[src/rtl/dss_pkg.sv]
package dss_pkg;

    // Configuration port widths and register indexes.
    localparam int CFG_INDEX_W = 3;
    localparam int CFG_DATA_W  = 48;

    localparam logic [CFG_INDEX_W-1:0] REG_OFFSET_LEVEL   = 3'd0;
    localparam logic [CFG_INDEX_W-1:0] REG_PEAK_AMPLITUDE = 3'd1;
    localparam logic [CFG_INDEX_W-1:0] REG_PHASE_STEP     = 3'd2;
    localparam logic [CFG_INDEX_W-1:0] REG_START_DELAY    = 3'd3;
    localparam logic [CFG_INDEX_W-1:0] REG_DECAY_RATE     = 3'd4;

    // Rotator datapath word, Q4.30 for x and y, turns for z.
    typedef logic signed [33:0] cordic_word_t;

    // Envelope in Q1.32, where 1.0 is 2^32.
    typedef logic [32:0] env_t;

    localparam cordic_word_t CORDIC_GAIN = 34'sd652032874;
    localparam logic [30:0]  EXP_M1      = 31'd1580030169;
    localparam logic [37:0]  EXP_LIMIT   = 38'd137438953472;
    localparam env_t         ONE_Q32     = 33'h1_0000_0000;

    // Envelope pipeline shape: two front stages, three stages per series
    // term, one clamp stage and one stage per possible whole-unit decay.
    localparam int SERIES_TERMS  = 13;
    localparam int POWER_STAGES  = 31;
    localparam int ENV_LAT       = 2 + 3 * SERIES_TERMS + 1 + POWER_STAGES;

    // Arctangent of 2^-i in Q0.32 turns.
    function automatic logic [29:0] atan_turns(input logic [4:0] i);
        logic [29:0] a;
        case (i)
            5'd0:    a = 30'd536870912;
            5'd1:    a = 30'd316933406;
            5'd2:    a = 30'd167458907;
            5'd3:    a = 30'd85004756;
            5'd4:    a = 30'd42667331;
            5'd5:    a = 30'd21354465;
            5'd6:    a = 30'd10679838;
            5'd7:    a = 30'd5340245;
            5'd8:    a = 30'd2670163;
            5'd9:    a = 30'd1335087;
            5'd10:   a = 30'd667544;
            5'd11:   a = 30'd333772;
            5'd12:   a = 30'd166886;
            5'd13:   a = 30'd83443;
            5'd14:   a = 30'd41722;
            5'd15:   a = 30'd20861;
            5'd16:   a = 30'd10430;
            5'd17:   a = 30'd5215;
            5'd18:   a = 30'd2608;
            5'd19:   a = 30'd1304;
            5'd20:   a = 30'd652;
            5'd21:   a = 30'd326;
            5'd22:   a = 30'd163;
            5'd23:   a = 30'd81;
            5'd24:   a = 30'd41;
            5'd25:   a = 30'd20;
            5'd26:   a = 30'd10;
            5'd27:   a = 30'd5;
            5'd28:   a = 30'd3;
            5'd29:   a = 30'd1;
            5'd30:   a = 30'd1;
            default: a = 30'd0;
        endcase
        return a;
    endfunction

endpackage

[src/rtl/dss_cordic.sv]
module dss_cordic #(
    parameter int ITERATIONS = 16
) (
    input  logic               clk,
    input  logic               en,
    input  logic [31:0]        phase,
    output logic signed [15:0] sine
);

    localparam dss_pkg::cordic_word_t QUARTER = 34'sd1073741824;
    localparam dss_pkg::cordic_word_t HALF    = 34'sd2147483648;

    dss_pkg::cordic_word_t x_reg [0:ITERATIONS];
    dss_pkg::cordic_word_t y_reg [0:ITERATIONS];
    dss_pkg::cordic_word_t z_reg [0:ITERATIONS];

    dss_pkg::cordic_word_t a_ext;
    dss_pkg::cordic_word_t a_fold;
    logic [33:0]           y_mag;
    logic [33:0]           y_rnd;
    logic signed [15:0]    sine_next;
    logic signed [15:0]    sine_reg;

    // Fold the phase into the quarter turn either side of zero.
    always_comb
    begin
        a_ext = dss_pkg::cordic_word_t'({{2{phase[31]}}, phase});
        if (a_ext > QUARTER)
        begin
            a_fold = HALF - a_ext;
        end
        else if (a_ext < -QUARTER)
        begin
            a_fold = -HALF - a_ext;
        end
        else
        begin
            a_fold = a_ext;
        end
    end

    always_ff @(posedge clk)
    begin
        if (en)
        begin
            x_reg[0] <= dss_pkg::CORDIC_GAIN;
            y_reg[0] <= '0;
            z_reg[0] <= a_fold;
        end
    end

    // One rotation step per stage.
    for (genvar i = 0; i < ITERATIONS; i++) begin : g_step
        localparam dss_pkg::cordic_word_t ATAN =
            dss_pkg::cordic_word_t'({4'b0, dss_pkg::atan_turns(5'(i))});

        always_ff @(posedge clk)
        begin
            if (en)
            begin
                if (!z_reg[i][33])
                begin
                    x_reg[i+1] <= x_reg[i] - (y_reg[i] >>> i);
                    y_reg[i+1] <= y_reg[i] + (x_reg[i] >>> i);
                    z_reg[i+1] <= z_reg[i] - ATAN;
                end
                else
                begin
                    x_reg[i+1] <= x_reg[i] + (y_reg[i] >>> i);
                    y_reg[i+1] <= y_reg[i] - (x_reg[i] >>> i);
                    z_reg[i+1] <= z_reg[i] + ATAN;
                end
            end
        end
    end

    // Round y to Q1.15, half away from zero, and saturate.
    always_comb
    begin
        y_mag = y_reg[ITERATIONS][33] ? 34'(-y_reg[ITERATIONS]) : 34'(y_reg[ITERATIONS]);
        y_rnd = (y_mag + 34'd16384) >> 15;
        if (y_reg[ITERATIONS][33])
        begin
            sine_next = (y_rnd > 34'd32768) ? -16'sd32768 : 16'(-y_rnd);
        end
        else
        begin
            sine_next = (y_rnd > 34'd32767) ? 16'sd32767 : 16'(y_rnd);
        end
    end

    always_ff @(posedge clk)
    begin
        if (en)
        begin
            sine_reg <= sine_next;
        end
    end

    assign sine = sine_reg;

endmodule

[config.mk]
export PLATFORM = sky130hd
export DESIGN_NAME = dss_cordic
export DESIGN_NICKNAME = d
export VERILOG_FILES = /design/src/rtl/dss_pkg.sv /design/src/rtl/dss_cordic.sv
export SDC_FILE = /design/constraint.sdc
export NUM_CORES = 2
export LEC_CHECK = 0
export BUFFER_PORTS_ARGS = -buffer_cell sky130_fd_sc_hd__buf_2
export CAP_MARGIN = 20
export CORE_MARGIN = 4
export CORE_UTILIZATION = 40
export CTS_BUF_LIST = sky130_fd_sc_hd__clkbuf_8
export CTS_CLUSTER_DIAMETER = 30
export DETAILED_ROUTE_END_ITERATION = 8
export GPL_TIMING_DRIVEN = 1
export PLACE_DENSITY = 0.59
export SYNTH_ARGS = -nofsm -noshare
export SYNTH_HDL_FRONTEND = slang
export SYNTH_SLANG_ARGS = --single-unit
[constraint.sdc]
create_clock -name clk -period 7.16 [get_ports clk]
set_input_delay 0.716 -clock clk [delete_from_list [all_inputs] [get_ports clk]]
set_output_delay 0.716 -clock clk [all_outputs]
set_load 0.05 [all_outputs]
==> impl_results.md <==
* Syn. warnings at 0
* CP max stage delay at between 500 and 600 ps
* Yosys cell types at just under 100
* Vias per Instance at about 5.4
* DP Area at 127000 um2
* Max Slew Vio Count at 0
* Sequential share of the synthesized area at a little over a third
* Max Freq at between 150 and 200 MHz
* GRT Total Usage at between 10% and 20%
* Status: finished, final reports clean
* # hold bufs at CTS at 26
* Clock Latency Late Sink at around 1100 ps
* Avg Inst Size Synth at about 10 um2
* Nets at around 14000
* Die height at 559 um
* Filler cells at 29057
* Post-Syn Nets at approximately 14000
* Vias in the first global route at between 80000 and 90000
* Worst-case clock buffer depth at 4
* Remaining Overflow, GRT at 0
* Post-Syn Area at approximately 120000 um2
* Die width at between 500 and 600 um
* Crit-path cells: dlygate4sd3_1 -> buf_12 -> nand2_2 -> clkinv_1 -> buf_4 -> a21oi_1 -> xor2_1 -> ha_1 -> a21o_1 -> a21o_1 -> a221o_1 -> a21oi_1 -> o31ai_1 -> o311ai_0 -> a2bb2oi_1 -> a211oi_1 -> a41o_1 -> o31a_1 -> o2111a_1 -> a211o_1
* Via Count at roughly 90000
* Clock Tree Root: clkbuf_8
* Gpl congestion at about 0.9
* Core Area at between 300000 and 400000 um2
* DPL Wire Length at ~230000 um
* Critical Path End Type: register
* Mapped Cells at ~12000
* Min-delay worst type: in -> reg
* Slew of the pin with the lowest slew margin at 1060 ps
* Final period utilization at a little over four fifths
* Final wirelength at ~300000 um
* # Post-CTS Setup Buffers at 0
* Die area at ~310000 um2
* Final instance area at approximately 140000 um2
* Min Clock Period, post-route at around 6000 ps
* RSZ-0062 raised after global routing: false
* Data required time at the worst endpoint at ~8000 ps
* Drt first pass iters at 5
* Row cnt at roughly 200
* Post-Route Skew at 170 ps
* Relative slew margins at 29.2%
* Ys async rst share at 0%
* Initial antenna violation count at 2
* Setup TNS at 0 ps
* Max reg flops at a little over 500
* H-tree Lvls at 5
* Num CTS Buffers at 373
* Max-Cap Viols at 0
* Crit Path Max Fanout at 36
* CTS tree: built
* # DRC at 0
* Slowest CP cell: dlygate4sd3_1
* Main flop type after synthesis: edfxtp_1
* Initial Util at around 40%
* Syn-to-layout area delta at 11.2%
* Post-synth EDFFs at approximately 1500
* Top-Level Pins at 50
* Routed len/inst at roughly 17 um
* Data arrival, critical path at between 6000 and 7000 ps
* Routed Antenna Nets at 0
* Worst Setup Start Kind: input pin
* Yosys reg bits at roughly 1500
* Critical setup path kind: in -> reg
* Initial drt markers at 5566
* PostCTS Resize Cnt at 0
* Clock Sinks at between 1000 and 1500
* Final Hold Vio Count at 0
* Clk slew on worst S/H paths at 60 ps
* Final setup viols at 0
* PortBufs at 49
* Largest net degree at the start of global routing at roughly 160
* First-pass GRT wire length at just under 500000 um
* Layout cell share with drive strength beyond 1 at 7.04%
-- cells by family after synthesis --
group / synth area share (%)
AOI/OAI and AO/OA: 19.6
xor gates and xnor gates: 13.2
adders and majority gates: 14.8
buffers and inverters: 2.04
DFF: 36.4
muxes: 0.991
and+or+nand+nor: 13.0
-- cell type report --
cell class | instances | area, um2 | area share [%]
Tap cell | 3978 | 4980 | 3.68
Sequential cell | 1472 | 44200 | 32.7
Timing Repair Buffer | 143 | 1080 | 0.797
Clock buffer | 376 | 5170 | 3.83
Inverter | 471 | 1770 | 1.31
Antenna cell | 5 | 12.5 | 0.00926
Clock inverter | 314 | 3090 | 2.29
Multi-Input combinational cell | 10309 | 74800 | 55.4
-- Yosys cell counts (94+ instances only) --
cell type	count	area [um2]
nand2b_1	210	1310
a21o_1	573	4300
nand2_1	643	2410
edfxtp_1	1472	44200
o21a_1	240	1800
o31ai_1	152	1140
nor2b_1	184	1150
inv_1	461	1730
o21ai_0	631	3160
a21oi_1	1242	6220
nor2_1	1002	3760
ha_1	1365	17100
xnor2_1	1203	10500
nand3_1	204	1020
or3_1	94	588
nor3_1	332	1660
nor4_1	96	601
o21bai_1	142	1070
a211oi_1	113	848
a31oi_1	110	688
and3_1	94	588
xor2_1	624	5470
clkbuf_1	139	522
-- layout by cell type, fill, tap and decap left out, drive strengths merged, types with 152 or more instances in the layout --
cell    count
nand2     646
edfxtp   1472
ha       1365
xor2      625
clkbuf    376
o31ai     152
xnor2    1203
nor2b     184
inv       523
o21a      240
nand3     204
nor2     1003
nand2b    210
o21ai     635
clkinv    161
a21o      573
a21oi    1242
nor3      335
-- worst max-delay path, delay by kind of cell --
family	cells	cell delay (ps)
AO/OA/AOI/OAI	13	3320
buffers and inverters	4	1600
adder cells (fa/ha/maj)	1	320
XOR/XNOR	1	170
AND/OR/NAND/NOR	1	540
-- per-stage QoR --
stage | cells | setup WS [ps] | hold slack (ps) | utilization [%]
CTS | 17062 | 1320 | 5.32 | 44.6
global placement | 16346 | 840 | 401 | 41.8
floorplan | 12434 | 1580 | 400 | -
finish | 17068 | 1160 | 145 | 44.7
detailed placement | 16346 | 787 | 405 | 41.8
global route | 17068 | 726 | 69.8 | 44.7
-- path summary, 6_finish.rpt --
check | from | endpoint | slack, ps | cells past startpoint
max | en | x_reg[11][33] | 1160 | 20
min | phase[16] | z_reg[0][16] | 140 | 2
min reg2reg | z_reg[0][4] | z_reg[1][4] | 410 | 0
max reg2reg | x_reg[12][17] | y_reg[13][33] | 1250 | 16
-- layer usage --
metal  vias to the layer above  share of wire, %  global-route usage, %
met2                      1609                49                   32.6
met3                       501               3.8                   2.46
met5                         -                 0                      0
met4                         0               2.8                   5.42
met1                     43104                45                   23.4
li1                      47277                 -                      -
Power is not shown: default switching activity piles up to over one toggle a cycle in this logic, so the estimate is an artifact.
